[src/rtl/mgl_pkg.sv]
`default_nettype none
// ---------------------------------------------------------------------------
// Month grid layout package
// Shared types, constants and small calendar tables for the month grid block.
// ---------------------------------------------------------------------------
package mgl_pkg;

    localparam int YEAR_W  = 14;
    localparam int MONTH_W = 4;
    localparam int DAY_W   = 5;
    localparam int GRID_W  = 3;

    localparam logic [YEAR_W-1:0]  YEAR_DEFAULT = 14'd2026;
    localparam logic [YEAR_W-1:0]  YEAR_MAX     = 14'd9999;
    localparam logic [MONTH_W-1:0] MONTH_JAN    = 4'd1;
    localparam logic [MONTH_W-1:0] MONTH_FEB    = 4'd2;
    localparam logic [MONTH_W-1:0] MONTH_MAR    = 4'd3;
    localparam logic [MONTH_W-1:0] MONTH_DEC    = 4'd12;

    // Reciprocal multipliers for division by 100 and by 7.
    localparam logic [12:0] DIV100_MUL   = 13'd5243;
    localparam int          DIV100_SHIFT = 19;
    localparam logic [12:0] DIV7_MUL     = 13'd4682;
    localparam int          DIV7_SHIFT   = 15;

    typedef enum logic [1:0] {
        MODE_REDRAW = 2'd0,
        MODE_PREV   = 2'd1,
        MODE_NEXT   = 2'd2,
        MODE_TODAY  = 2'd3
    } t_mode;

    typedef enum logic [2:0] {
        B_IDLE,
        B_DIV,
        B_SUM,
        B_MOD,
        B_EMIT
    } t_back_state;

    // One month to lay out; today_day is zero when today is not in this month.
    typedef struct packed {
        logic [YEAR_W-1:0]  year;
        logic [MONTH_W-1:0] month;
        logic [DAY_W-1:0]   today_day;
    } t_job;

    // Front-to-queue push request.
    typedef struct packed {
        logic valid;
        t_job job;
    } t_push;

    // Queue status seen by the back end.
    typedef struct packed {
        logic empty;
        t_job job;
    } t_head;

    // floor(13 * (m + 1) / 5) for the shifted month 3..14.
    function automatic logic [5:0] month_term(input logic [MONTH_W-1:0] m);
        logic [5:0] t;
        unique case (m)
            4'd3:    t = 6'd10;
            4'd4:    t = 6'd13;
            4'd5:    t = 6'd15;
            4'd6:    t = 6'd18;
            4'd7:    t = 6'd20;
            4'd8:    t = 6'd23;
            4'd9:    t = 6'd26;
            4'd10:   t = 6'd28;
            4'd11:   t = 6'd31;
            4'd12:   t = 6'd33;
            4'd13:   t = 6'd36;
            4'd14:   t = 6'd39;
            default: t = 6'd0;
        endcase
        return t;
    endfunction

    function automatic logic [DAY_W-1:0] month_length(input logic [MONTH_W-1:0] m,
                                                      input logic leap);
        logic [DAY_W-1:0] n;
        unique case (m)
            4'd2:                       n = leap ? 5'd29 : 5'd28;
            4'd4, 4'd6, 4'd9, 4'd11:    n = 5'd30;
            default:                    n = 5'd31;
        endcase
        return n;
    endfunction

endpackage
`default_nettype wire

[src/rtl/mgl_front.sv]
`default_nettype none
// ---------------------------------------------------------------------------
// Month grid front end
// Accepts navigation beats, keeps the displayed month and queues one job.
// ---------------------------------------------------------------------------
module mgl_front
    import mgl_pkg::*;
(
    input  wire logic               i_clk,
    input  wire logic               i_rst_n,
    input  wire logic               i_valid,
    input  wire logic [1:0]         i_mode,
    input  wire logic [YEAR_W-1:0]  i_today_year,
    input  wire logic [MONTH_W-1:0] i_today_month,
    input  wire logic [DAY_W-1:0]   i_today_day,
    input  wire logic               i_full,
    output logic                    o_stall,
    output t_push                   o_push
);

    logic               r_started, n_started;
    logic [YEAR_W-1:0]  r_year, n_year;
    logic [MONTH_W-1:0] r_month, n_month;
    logic [YEAR_W-1:0]  load_year, base_year;
    logic [MONTH_W-1:0] load_month, base_month;
    logic               accept;
    t_mode              mode;

    assign o_stall = i_full;
    assign accept  = i_valid && !i_full;
    assign mode    = t_mode'(i_mode);

    always_comb begin
        if (i_today_year == '0) begin
            load_year = YEAR_DEFAULT;
        end else if (i_today_year > YEAR_MAX) begin
            load_year = YEAR_MAX;
        end else begin
            load_year = i_today_year;
        end
        if (i_today_month >= MONTH_JAN && i_today_month <= MONTH_DEC) begin
            load_month = i_today_month;
        end else begin
            load_month = MONTH_JAN;
        end
    end

    always_comb begin
        base_year  = r_started ? r_year  : load_year;
        base_month = r_started ? r_month : load_month;
        n_year     = base_year;
        n_month    = base_month;
        unique case (mode)
            MODE_PREV: begin
                if (base_month > MONTH_JAN) begin
                    n_month = base_month - 4'd1;
                end else if (base_year > 14'd1) begin
                    n_month = MONTH_DEC;
                    n_year  = base_year - 14'd1;
                end
            end
            MODE_NEXT: begin
                if (base_month < MONTH_DEC) begin
                    n_month = base_month + 4'd1;
                end else if (base_year < YEAR_MAX) begin
                    n_month = MONTH_JAN;
                    n_year  = base_year + 14'd1;
                end
            end
            MODE_TODAY: begin
                n_year  = load_year;
                n_month = load_month;
            end
            MODE_REDRAW: begin
            end
        endcase
        n_started = 1'b1;
    end

    always_comb begin
        o_push.valid           = accept;
        o_push.job.year        = n_year;
        o_push.job.month       = n_month;
        o_push.job.today_day   = (n_year == i_today_year && n_month == i_today_month)
                                 ? i_today_day : '0;
    end

    always_ff @(posedge i_clk) begin
        if (!i_rst_n) begin
            r_started <= 1'b0;
            r_year    <= YEAR_DEFAULT;
            r_month   <= MONTH_JAN;
        end else if (accept) begin
            r_started <= n_started;
            r_year    <= n_year;
            r_month   <= n_month;
        end
    end

endmodule
`default_nettype wire

[src/rtl/mgl_queue.sv]
`default_nettype none
// ---------------------------------------------------------------------------
// Month grid job queue
// Short first-in first-out buffer of layout jobs between front and back.
// ---------------------------------------------------------------------------
module mgl_queue
    import mgl_pkg::*;
#(
    parameter int DEPTH = 2
) (
    input  wire logic  i_clk,
    input  wire logic  i_rst_n,
    input  wire t_push i_push,
    input  wire logic  i_pop,
    output logic       o_full,
    output t_head      o_head
);

    localparam int AW = (DEPTH > 1) ? $clog2(DEPTH) : 1;
    localparam int CW = $clog2(DEPTH + 1);
    localparam logic [AW-1:0] LAST_PTR = AW'(DEPTH - 1);
    localparam logic [CW-1:0] FULL_CNT = CW'(DEPTH);

    t_job          r_mem [DEPTH];
    logic [AW-1:0] r_wr_ptr, n_wr_ptr;
    logic [AW-1:0] r_rd_ptr, n_rd_ptr;
    logic [CW-1:0] r_count, n_count;
    logic          do_push, do_pop;

    assign o_full       = (r_count == FULL_CNT);
    assign o_head.empty = (r_count == '0);
    assign o_head.job   = r_mem[r_rd_ptr];
    assign do_push      = i_push.valid && !o_full;
    assign do_pop       = i_pop && !o_head.empty;

    always_comb begin
        n_wr_ptr = r_wr_ptr;
        n_rd_ptr = r_rd_ptr;
        n_count  = r_count;
        if (do_push) begin
            n_wr_ptr = (r_wr_ptr == LAST_PTR) ? '0 : r_wr_ptr + AW'(1);
        end
        if (do_pop) begin
            n_rd_ptr = (r_rd_ptr == LAST_PTR) ? '0 : r_rd_ptr + AW'(1);
        end
        if (do_push && !do_pop) begin
            n_count = r_count + CW'(1);
        end else if (do_pop && !do_push) begin
            n_count = r_count - CW'(1);
        end
    end

    always_ff @(posedge i_clk) begin
        if (!i_rst_n) begin
            r_wr_ptr <= '0;
            r_rd_ptr <= '0;
            r_count  <= '0;
        end else begin
            r_wr_ptr <= n_wr_ptr;
            r_rd_ptr <= n_rd_ptr;
            r_count  <= n_count;
        end
    end

    always_ff @(posedge i_clk) begin
        if (do_push) begin
            r_mem[r_wr_ptr] <= i_push.job;
        end
    end

endmodule
`default_nettype wire

[src/rtl/mgl_back.sv]
`default_nettype none
// ---------------------------------------------------------------------------
// Month grid back end
// Finds the first weekday and month length, then emits one cell per day.
// ---------------------------------------------------------------------------
module mgl_back
    import mgl_pkg::*;
(
    input  wire logic               i_clk,
    input  wire logic               i_rst_n,
    input  wire t_head              i_head,
    output logic                    o_pop,
    input  wire logic               i_stall,
    output logic                    o_valid,
    output logic [YEAR_W-1:0]       o_shown_year,
    output logic [MONTH_W-1:0]      o_shown_month,
    output logic [DAY_W-1:0]        o_day,
    output logic [GRID_W-1:0]       o_row,
    output logic [GRID_W-1:0]       o_col,
    output logic                    o_is_today,
    output logic                    o_is_weekend,
    output logic                    o_last
);

    t_back_state        r_state, n_state;
    t_job               r_job;
    logic [YEAR_W-1:0]  r_yadj;
    logic [MONTH_W-1:0] r_madj;
    logic [26:0]        r_prod;
    logic [9:0]         r_sum;
    logic [DAY_W-1:0]   r_dim;
    logic [DAY_W-1:0]   r_day;
    logic [GRID_W-1:0]  r_row, r_col;

    logic               r_o_valid;
    logic [YEAR_W-1:0]  r_o_year;
    logic [MONTH_W-1:0] r_o_month;
    logic [DAY_W-1:0]   r_o_day;
    logic [GRID_W-1:0]  r_o_row, r_o_col;
    logic               r_o_today, r_o_weekend, r_o_last;

    logic               pop, emit, out_free, emit_last;
    logic [6:0]         cent, rem;
    logic [YEAR_W-1:0]  cent_x100;
    logic               leap;
    logic [22:0]        prod7;
    logic [6:0]         quot7;
    logic [9:0]         h_full;
    logic [GRID_W-1:0]  h, first_col;

    assign out_free  = !r_o_valid || !i_stall;
    assign emit_last = (r_day == r_dim);

    // Next state.
    always_comb begin
        n_state = r_state;
        unique case (r_state)
            B_IDLE:  if (!i_head.empty) n_state = B_DIV;
            B_DIV:   n_state = B_SUM;
            B_SUM:   n_state = B_MOD;
            B_MOD:   n_state = B_EMIT;
            B_EMIT:  if (out_free && emit_last) n_state = B_IDLE;
            default: n_state = B_IDLE;
        endcase
    end

    // Control outputs.
    always_comb begin
        pop  = 1'b0;
        emit = 1'b0;
        unique case (r_state)
            B_IDLE:  pop  = !i_head.empty;
            B_EMIT:  emit = out_free;
            default: begin
            end
        endcase
    end

    assign o_pop = pop;

    // Zeller terms: century and year-of-century of the shifted year.
    assign cent      = r_prod[DIV100_SHIFT+6:DIV100_SHIFT];
    assign cent_x100 = YEAR_W'(cent) * 14'd100;
    assign rem       = 7'(r_yadj - cent_x100);

    // Only February needs the leap test, and then the shifted year is one less.
    assign leap = (r_job.year[1:0] == 2'b00) && ((rem != 7'd99) || (cent[1:0] == 2'b11));

    assign prod7     = 23'(r_sum) * 23'(DIV7_MUL);
    assign quot7     = prod7[DIV7_SHIFT+6:DIV7_SHIFT];
    assign h_full    = r_sum - 10'(quot7) * 10'd7;
    assign h         = h_full[GRID_W-1:0];
    assign first_col = (h == '0) ? 3'd6 : h - 3'd1;

    always_ff @(posedge i_clk) begin
        if (!i_rst_n) begin
            r_state <= B_IDLE;
        end else begin
            r_state <= n_state;
        end
    end

    always_ff @(posedge i_clk) begin
        if (pop) begin
            r_job <= i_head.job;
            if (i_head.job.month < MONTH_MAR) begin
                r_yadj <= i_head.job.year - 14'd1;
                r_madj <= i_head.job.month + 4'd12;
            end else begin
                r_yadj <= i_head.job.year;
                r_madj <= i_head.job.month;
            end
        end
        if (r_state == B_DIV) begin
            r_prod <= 27'(r_yadj) * 27'(DIV100_MUL);
        end
        if (r_state == B_SUM) begin
            r_sum <= 10'd1 + 10'(month_term(r_madj)) + 10'(rem) + 10'(rem[6:2])
                   + 10'(cent[6:2]) + 10'(cent) * 10'd5;
            r_dim <= month_length(r_job.month, leap);
        end
        if (r_state == B_MOD) begin
            r_day <= 5'd1;
            r_row <= '0;
            r_col <= first_col;
        end
        if (emit) begin
            r_day <= r_day + 5'd1;
            if (r_col == 3'd6) begin
                r_col <= '0;
                r_row <= r_row + 3'd1;
            end else begin
                r_col <= r_col + 3'd1;
            end
        end
    end

    // Output register: refilled whenever it is empty or being taken.
    always_ff @(posedge i_clk) begin
        if (!i_rst_n) begin
            r_o_valid <= 1'b0;
        end else if (out_free) begin
            r_o_valid <= emit;
        end
    end

    always_ff @(posedge i_clk) begin
        if (emit) begin
            r_o_year    <= r_job.year;
            r_o_month   <= r_job.month;
            r_o_day     <= r_day;
            r_o_row     <= r_row;
            r_o_col     <= r_col;
            r_o_today   <= (r_day == r_job.today_day);
            r_o_weekend <= (r_col == 3'd0) || (r_col == 3'd6);
            r_o_last    <= emit_last;
        end
    end

    assign o_valid       = r_o_valid;
    assign o_shown_year  = r_o_year;
    assign o_shown_month = r_o_month;
    assign o_day         = r_o_day;
    assign o_row         = r_o_row;
    assign o_col         = r_o_col;
    assign o_is_today    = r_o_today;
    assign o_is_weekend  = r_o_weekend;
    assign o_last        = r_o_last;

endmodule
`default_nettype wire

[src/rtl/month_grid_layout_top.sv]
`default_nettype none
// ---------------------------------------------------------------------------
// Month grid layout
// Keeps a displayed month and lays out its days on a seven-column grid.
// ---------------------------------------------------------------------------
// Each input beat carries a navigation mode (redraw, previous month, next
// month or jump to today) together with today's date. The first beat after
// reset loads the displayed month from today's date, then applies the mode;
// a year of zero stands for 2026, a year above 9999 is held at 9999, and a
// month outside January to December is taken as January. Navigation stops at
// January of year 1 and December of year 9999. For every beat the block
// returns one output beat per day of the displayed month, 28 to 31 in day
// order, giving the day, its row and column (Sunday is column 0), a flag for
// today's date, a weekend flag and a flag on the final day. The front end
// updates the displayed month as soon as a beat is taken and places a job in
// a short queue, so input beats are taken while an earlier month is still
// being emitted. The back end takes a job from the queue, divides the year by
// 100 with a reciprocal multiplier, sums the Zeller terms and reduces modulo 7,
// each in its own state (B_IDLE, B_DIV, B_SUM, B_MOD), and then emits one day
// per cycle while the output is not stalled.
// ---------------------------------------------------------------------------
module month_grid_layout_top
    import mgl_pkg::*;
#(
    parameter int QUEUE_DEPTH = 2
) (
    input  wire logic               i_clk,
    input  wire logic               i_rst_n,
    // Input channel
    input  wire logic               i_valid,
    output logic                    o_stall,
    input  wire logic [1:0]         i_mode,
    input  wire logic [YEAR_W-1:0]  i_today_year,
    input  wire logic [MONTH_W-1:0] i_today_month,
    input  wire logic [DAY_W-1:0]   i_today_day,
    // Output channel
    output logic                    o_valid,
    input  wire logic               i_stall,
    output logic [YEAR_W-1:0]       o_shown_year,
    output logic [MONTH_W-1:0]      o_shown_month,
    output logic [DAY_W-1:0]        o_day,
    output logic [GRID_W-1:0]       o_row,
    output logic [GRID_W-1:0]       o_col,
    output logic                    o_is_today,
    output logic                    o_is_weekend,
    output logic                    o_last
);

    t_push push;
    t_head head;
    logic  queue_full;
    logic  pop;

    // Front end: owns the displayed month and decides what each beat shows.
    mgl_front u_front (
        .i_clk         (i_clk),
        .i_rst_n       (i_rst_n),
        .i_valid       (i_valid),
        .i_mode        (i_mode),
        .i_today_year  (i_today_year),
        .i_today_month (i_today_month),
        .i_today_day   (i_today_day),
        .i_full        (queue_full),
        .o_stall       (o_stall),
        .o_push        (push)
    );

    // Queue decouples navigation from the slower day-by-day emission.
    mgl_queue #(
        .DEPTH (QUEUE_DEPTH)
    ) u_queue (
        .i_clk   (i_clk),
        .i_rst_n (i_rst_n),
        .i_push  (push),
        .i_pop   (pop),
        .o_full  (queue_full),
        .o_head  (head)
    );

    // Back end: weekday of the 1st, month length and the cell sequence.
    mgl_back u_back (
        .i_clk         (i_clk),
        .i_rst_n       (i_rst_n),
        .i_head        (head),
        .o_pop         (pop),
        .i_stall       (i_stall),
        .o_valid       (o_valid),
        .o_shown_year  (o_shown_year),
        .o_shown_month (o_shown_month),
        .o_day         (o_day),
        .o_row         (o_row),
        .o_col         (o_col),
        .o_is_today    (o_is_today),
        .o_is_weekend  (o_is_weekend),
        .o_last        (o_last)
    );

endmodule
`default_nettype wire

[config.mk]
export PLATFORM = sky130hd
export DESIGN_NAME = month_grid_layout_top
export DESIGN_NICKNAME = d
export VERILOG_FILES = /design/src/rtl/mgl_pkg.sv /design/src/rtl/mgl_front.sv /design/src/rtl/mgl_queue.sv /design/src/rtl/mgl_back.sv /design/src/rtl/month_grid_layout_top.sv
export SDC_FILE = /design/constraint.sdc
export NUM_CORES = 1
export LEC_CHECK = 0
export ABC_AREA = 1
export BUFFER_PORTS_ARGS = -buffer_cell sky130_fd_sc_hd__buf_4
export CAP_MARGIN = 20
export CORE_AREA = 2 2 166 168
export DETAILED_ROUTE_END_ITERATION = 6
export DIE_AREA = 0 0 168 170
export MAX_ROUTING_LAYER = met4
export PLACE_DENSITY = 0.78
export SLEW_MARGIN = 0
export SYNTH_ARGS = -nofsm -noshare
export SYNTH_HDL_FRONTEND = slang
export SYNTH_SLANG_ARGS = --single-unit
[constraint.sdc]
create_clock -name i_clk -period 5.5 [get_ports i_clk]
set_clock_uncertainty 0.15 [all_clocks]
set_input_delay 0.55 -clock i_clk [delete_from_list [all_inputs] [get_ports i_clk]]
set_output_delay 0.55 -clock i_clk [all_outputs]
set_load 0.1 [all_outputs]
======== Word-level counts from Yosys, hierarchy flattened ========
Memories as Yosys holds them, arrays and structs flattened. A register that Yosys moved wholly into a read port is not among the register bits.
Cells that the tools add are included.
cells by class
  $add $sub $neg .......................... 21
  multipliers ............................. 5
  order comparisons ....................... 8
  equality and inequality tests ........... 22
  muxes and demuxes ....................... 44
  reduce and logical (&&, ||, !) cells .... 28
operators with widths
  operator                count
  $mux 14                 8
  $pmux 14 s3             1
  $mux 4                  8
  $sub 14x1->14 const B   2
  $mux 3                  9
  $mul 14x13->26 const B  1
  $mul 10x12->21 const B  1
  $add 10x5->10           2
  $mux 5                  3
  $pmux 3 s5              1
  $add 14x1->14 const B   1
  $eq 14x14->1            1
  $gt 14x1->1 const B     1
  $gt 14x14->1 const B    1
  $logic_not 14->1        1
  $lt 14x14->1 const B    1
  $pmux 4 s3              1
  $add 10x10->10          1
  $add 10x7->10           1
  $eq 5x5->1              2
  $mul 7x3->10 const B    1
  $pmux 5 s2              1
  $logic_and 1x1->1       9
  $logic_not 3->1         3
  40 further kinds        67
word-level totals
  register bits ........................... 152
  RAM bits ................................ 46
  ROM bits ................................ 96
  input port bits ......................... 29
  output and inout port bits .............. 34
  memories kept ........................... 2
memory list
  name             words  bits a word  read ports  clocked after Yosys merged registers in  wr ports  line             source
  (no name shown)  16     6            1           1                                        0         mgl_pkg.sv:63    unique case (m)
  u_queue.r_mem    2      23           1           1                                        1         mgl_queue.sv:24  t_job r_mem [DEPTH];

======== Longest topological paths before layout ========
  word-level depth ........................ 11
  depth in mapped cells ................... 30
  depth with buffers taken out ............ 29

======== Hierarchy ========
Synthesis repeated with hierarchy kept, for this count alone.
second synthesis, totals
  cell total of the unflattened synthesis .. 1842
  area total of the unflattened synthesis .. 15966.6 µm²
modules (own cells, without submodules)
  module     instances  cells each  area each (µm²)  seq. area each (µm²)
  mgl_back   1          1095        10684.0          3203.1
  mgl_front  1          638         3374.5           380.4
  mgl_queue  1          109         1908.1           1481.4

======== Worst setup path after synthesis ========
No wires, ideal clock.
  path kind ............................... reg2reg
  start point ............................. register u_back.r_sum[8]
  end point ............................... register u_back.r_col[2], data pin
  arrival time ............................ 5.089 ns
  data required time ...................... 5.054 ns
  slack ................................... -0.035 ns
  stages on the path, launching flop included .. 23
  path through ............................ edfxtp_1 > ha_1 > inv_1 > fa_1 > fa_1 > fa_1 > inv_1 > ha_1 > a21oi_1 > o21bai_1 > a21o_1 > a21oi_1 > o21ai_0 > a21o_1 > xor2_1 > ha_1 > fa_1 > xor2_1 > xnor2_1 > xor2_1 > xor2_1 > ha_1 > o21ai_0
on the way
  longest elaborated chain between the ends .. 7
ends and longest elaborated chain
  item                                                   line             source
  start: declaration                                     mgl_back.sv:30   logic [9:0] r_sum;
  start signal: assignment                               mgl_back.sv:118  r_sum <= 10'd1 + 10'(month_term(r_madj)) + 10'(rem) + 10'(rem[6:2])
  $mul 10x12->21 *                                       mgl_back.sv:89   assign prod7 = 23'(r_sum) * 23'(DIV7_MUL);
  $mul 7x3->3 *                                          mgl_back.sv:91   assign h_full = r_sum - 10'(quot7) * 10'd7;
  $sub 3x3->3 *                                          mgl_back.sv:91
  $sub 3x1->3 / $logic_not 3->1 (equally long branches)  mgl_back.sv:93   assign first_col = (h == '0) ? 3'd6 : h - 3'd1;
  $mux 3 *                                               mgl_back.sv:93
  $mux 3 *                                               mgl_back.sv:122  if (r_state == B_MOD) begin
  $mux 3 *                                               mgl_back.sv:127  if (emit) begin
  end signal: assignment                                 mgl_back.sv:125  r_col <= first_col;
  end signal: assignment                                 mgl_back.sv:133  r_col <= r_col + 3'd1;
  end: declaration                                       mgl_back.sv:33   logic [GRID_W-1:0] r_row, r_col;
Every way passes the cells marked *; elsewhere a longest branch is shown, timed or not. The select of a mux whose other input is x is not followed.
A chain may end at the register's enable or synchronous reset.

======== Final worst setup path ========
  start point ............................. register u_back.r_sum[6]
  end point ............................... register u_back.r_col[0], data pin
The elaborated chain is that of the path after synthesis.

==> out/results.ini <==
[synthesis]
yosysWarnings = 0
synth_edf_count = 144
ys_seq_elements = 181
netlist_instances = 1664
synth_flop_cell = edfxtp_1
synth_seq_area_share_pct = 33.19
synthesis.nets = 1980
syn-cell-area_sq_um = 15260
syn_area_per_cell_sq_um = 9.170
synthArstFlopShare_pct = 0
ys_types = 54

[layout]
diodes = 0
layout.nets = 2097
final_cell_area_sq_um = 17300
drive_above_1_share_pct = 16.22
syn2layout_area_growth_pct = 13.37

[cts]
clock_latency_ns = 0.43
clockRootBuffer = clkbuf_16
cts_tree = done
holdBufCountCts = 0
path_clk_slew_ns = 0.07
cts_buffers = 17
clockBufferDepth = 2
cts_num_sinks = 181
h-tree-depth = 4

[timing]
max_freq_mhz = 180.7
relSlewSlack_pct = 31.97
worst_pin_slew_ns = 1.017
layout_setup_ws_ns = -0.03509
setup_viol = 2
hold_violations = 0
slew_violations = 0
min_period_over_period_pct = 100.6
fin_crit_ns = 5.535
rsz0062_at_grt = yes

[die]
pin_count = 63
rows = 60
fp.coreArea_sq_um = 26650
dieWidth_um = 168
initial_core_util_pct = 57.26
die-area_sq_um = 28560
die_y_um = 170

[global_routing]
antenna_found_initial = 0
grt_usage_pct = 26.42
overflow = 0
grt_first_pass_wirelength_um = 58150
grt_pass1_vias = 11909
grt_max_degree = 43

[placed_design]
io_buffers = 62
gp_congestion = 0.9961
dpl.hpwl_um = 27920
postPlaceCellArea_sq_um = 16280

[route]
vias = 11709
drcViolationCount = 0
first_pass_iters = 7
wl_per_cell_um = 16.82
ant_nets = 0
totalWireLength_um = 35910
avgViaCountPerCell = 5.484
drt_iter0_drc = 754

[worst_setup_path]
slowest_stage = fa_1
crit_required_ns = 5.53
endpoint_kind = flop
cp_max_fo = 2
arrival_ns = 5.56
worst-setup-path-type = flop to flop
start_kind = flop
crit_path_max_incr_delay_ns = 0.53
crit_chain = ha_1 -> inv_2 -> fa_1 -> fa_1 -> fa_1 -> inv_2 -> ha_4 -> a21oi_2 -> o21bai_1 -> a21o_1 -> a21oi_2 -> o21ai_2 -> a21o_1 -> xor2_1 -> ha_1 -> fa_2 -> xor2_2 -> xnor2_1 -> xor2_1 -> xor2_1 -> ha_2 -> nand3b_1 -> o31ai_1

[job]
drv_cap = 0

[status]
violations = negative setup slack
outcome = finished with violations

[hold_path]
min_path_type = flop to flop

synthesized netlist by cell type (5+ instances only):
library cell,count,area share [%]
nand3_1,108,3.5
edfxtp_1,144,28
nand4_1,23,0.94
clkbuf_1,15,0.37
nor2_1,87,2.1
nand2_4,9,0.66
nor4_1,7,0.29
inv_2,11,0.27
a31oi_1,5,0.20
nand3b_1,5,0.25
dfxtp_1,37,4.9
ha_1,190,16
nand2_1,262,6.4
nor2_2,7,0.29
a21oi_1,77,2.5
inv_1,313,7.7
fa_1,97,13
nor3_1,12,0.39
xnor2_1,16,0.92
o21ai_1,9,0.30
or2_2,25,1.0
nand2_2,19,0.78
o21ai_0,73,2.4
nand3_2,10,0.66
xor2_1,48,2.8
metrics by stage:
| stage | worst slack, ns | util (%) | std cells | setup TNS [ns] | hold WS, ns |
|---|---|---|---|---|---|
| 2_1_floorplan | 0.008043 | - | 1664 | 0 | 0.2503 |
| 3_3_place_gp | -0.1066 | 60.94 | 2072 | -0.1815 | 0.2533 |
| 3_5_place_dp | -0.2223 | 61.10 | 2074 | -0.4195 | 0.2592 |
| 4_1_cts | -0.1155 | 63.43 | 2110 | -0.1788 | 0.2745 |
| 5_1_grt | -0.2754 | 64.91 | 2135 | -0.6381 | 0.2895 |
| 6_report | -0.03509 | 64.91 | 2135 | -0.03544 | 0.2613 |
logic make-up (layout without fill, tap and decap cells):
| family | after synthesis | count (layout) | synth area share (%) |
|---|---|---|---|
| simple gates | 591 | 591 | 18.93 |
| buf+inv | 349 | 479 | 8.888 |
| fa+ha+maj | 287 | 287 | 28.30 |
| compound gates | 189 | 189 | 6.814 |
| flops | 181 | 181 | 33.19 |
| xor+xnor | 64 | 64 | 3.673 |
| mux | 3 | 3 | 0.1968 |
placed cells by master, fill, tap and decap left out, types with 4 or more instances in the layout:
master     Yosys  routed
inv_1        313     310
nand2_1      262     262
ha_1         190     177
edfxtp_1     144     144
buf_4          2     118
nand3_1      108     108
fa_1          97      94
nor2_1        87      83
a21oi_1       77      68
o21ai_0       73      68
xor2_1        48      45
dfxtp_1       37      37
or2_2         25      25
nand4_1       23      23
nand2_2       19      19
clkbuf_16      0      17
xnor2_1       16      16
inv_2         11      14
o21ai_1        9      13
nor3_1        12      12
nor2_2         7      11
nand3_2       10      10
a21oi_2        1      10
ha_4           0      10
nand2_4        9       9
nor4_1         7       7
clkinv_2       1       6
nand3b_1       5       5
o21ai_2        3       4
nand3_4        4       4
o211ai_1       4       4
a31oi_1        5       4
a21o_1         4       4
inv_6          0       4
metal layers:
metal	wire, um	share of wire, %	up-vias	global-route usage [%]
met2	17930	50	341	45.90
met4	890	2.5	0	7.977
met1	15490	43	5620	32.85
met3	1596	4.4	66	2.744
li1	-	-	5682	-
met5	0	0	-	-
cell type report:
cell class              instances  area (sq um)
fillers                      1975          9351
multi-input cells            1134          9059
flip-flops and latches        181          5065
inverters                     325          1221
repair buffers                122         950.9
well taps                     341         426.7
clock buffers                  17         425.4
clock inverters                15         151.4
timing repair:
action	4_1_cts	5_1_grt
setup buffers	4	25
pin swaps	15	30
endpoints found under the setup margin	2	6
gates cloned	0	0
gates resized for setup	7	34
critical path, delay by kind of cell (launching register included):
| kind | cells | cell delay [ns] |
|---|---|---|
| buffers and inverters | 2 | 0.09 |
| adders and majority gates | 8 | 2.86 |
| and+or+nand+nor | 1 | 0.09 |
| AOI/OAI and AO/OA | 7 | 0.83 |
| xor gates and xnor gates | 5 | 0.86 |
| DFF | 1 | 0.40 |
final timing paths:
check                                          end                        from  cells after the start  slack (ns)
setup / recovery         u_back.r_col[0]$_DFFE_PP_   u_back.r_sum[6]$_DFFE_PN_                     23       -0.04
hold / removal    u_back.o_shown_year[9]$_DFFE_PP_  u_back.r_job[18]$_DFFE_PP_                      0        0.26
setup reg to reg         u_back.r_col[0]$_DFFE_PP_   u_back.r_sum[6]$_DFFE_PN_                     23       -0.04
hold reg to reg   u_back.o_shown_year[9]$_DFFE_PP_  u_back.r_job[18]$_DFFE_PP_                      0        0.26
flip-flops by register name, summed over array words and instances (netlist names), 3 cells and up, named ones only:
signal / count
u_back.o_col: 3
u_back.r_row: 3
u_front.r_year: 14
u_back.o_shown_month: 4
u_back.r_prod: 7
u_back.r_job: 21
u_front.r_month: 4
u_back.r_sum: 10
u_back.r_state: 3
u_back.o_day: 5
u_back.r_madj: 4
u_back.r_day: 5
u_back.o_row: 3
u_back.r_yadj: 14
u_queue.r_mem: 46
u_back.o_shown_year: 14
u_back.r_col: 3
Power is not shown: default switching activity piles up to over one toggle a cycle in this logic, so the estimate is an artifact.
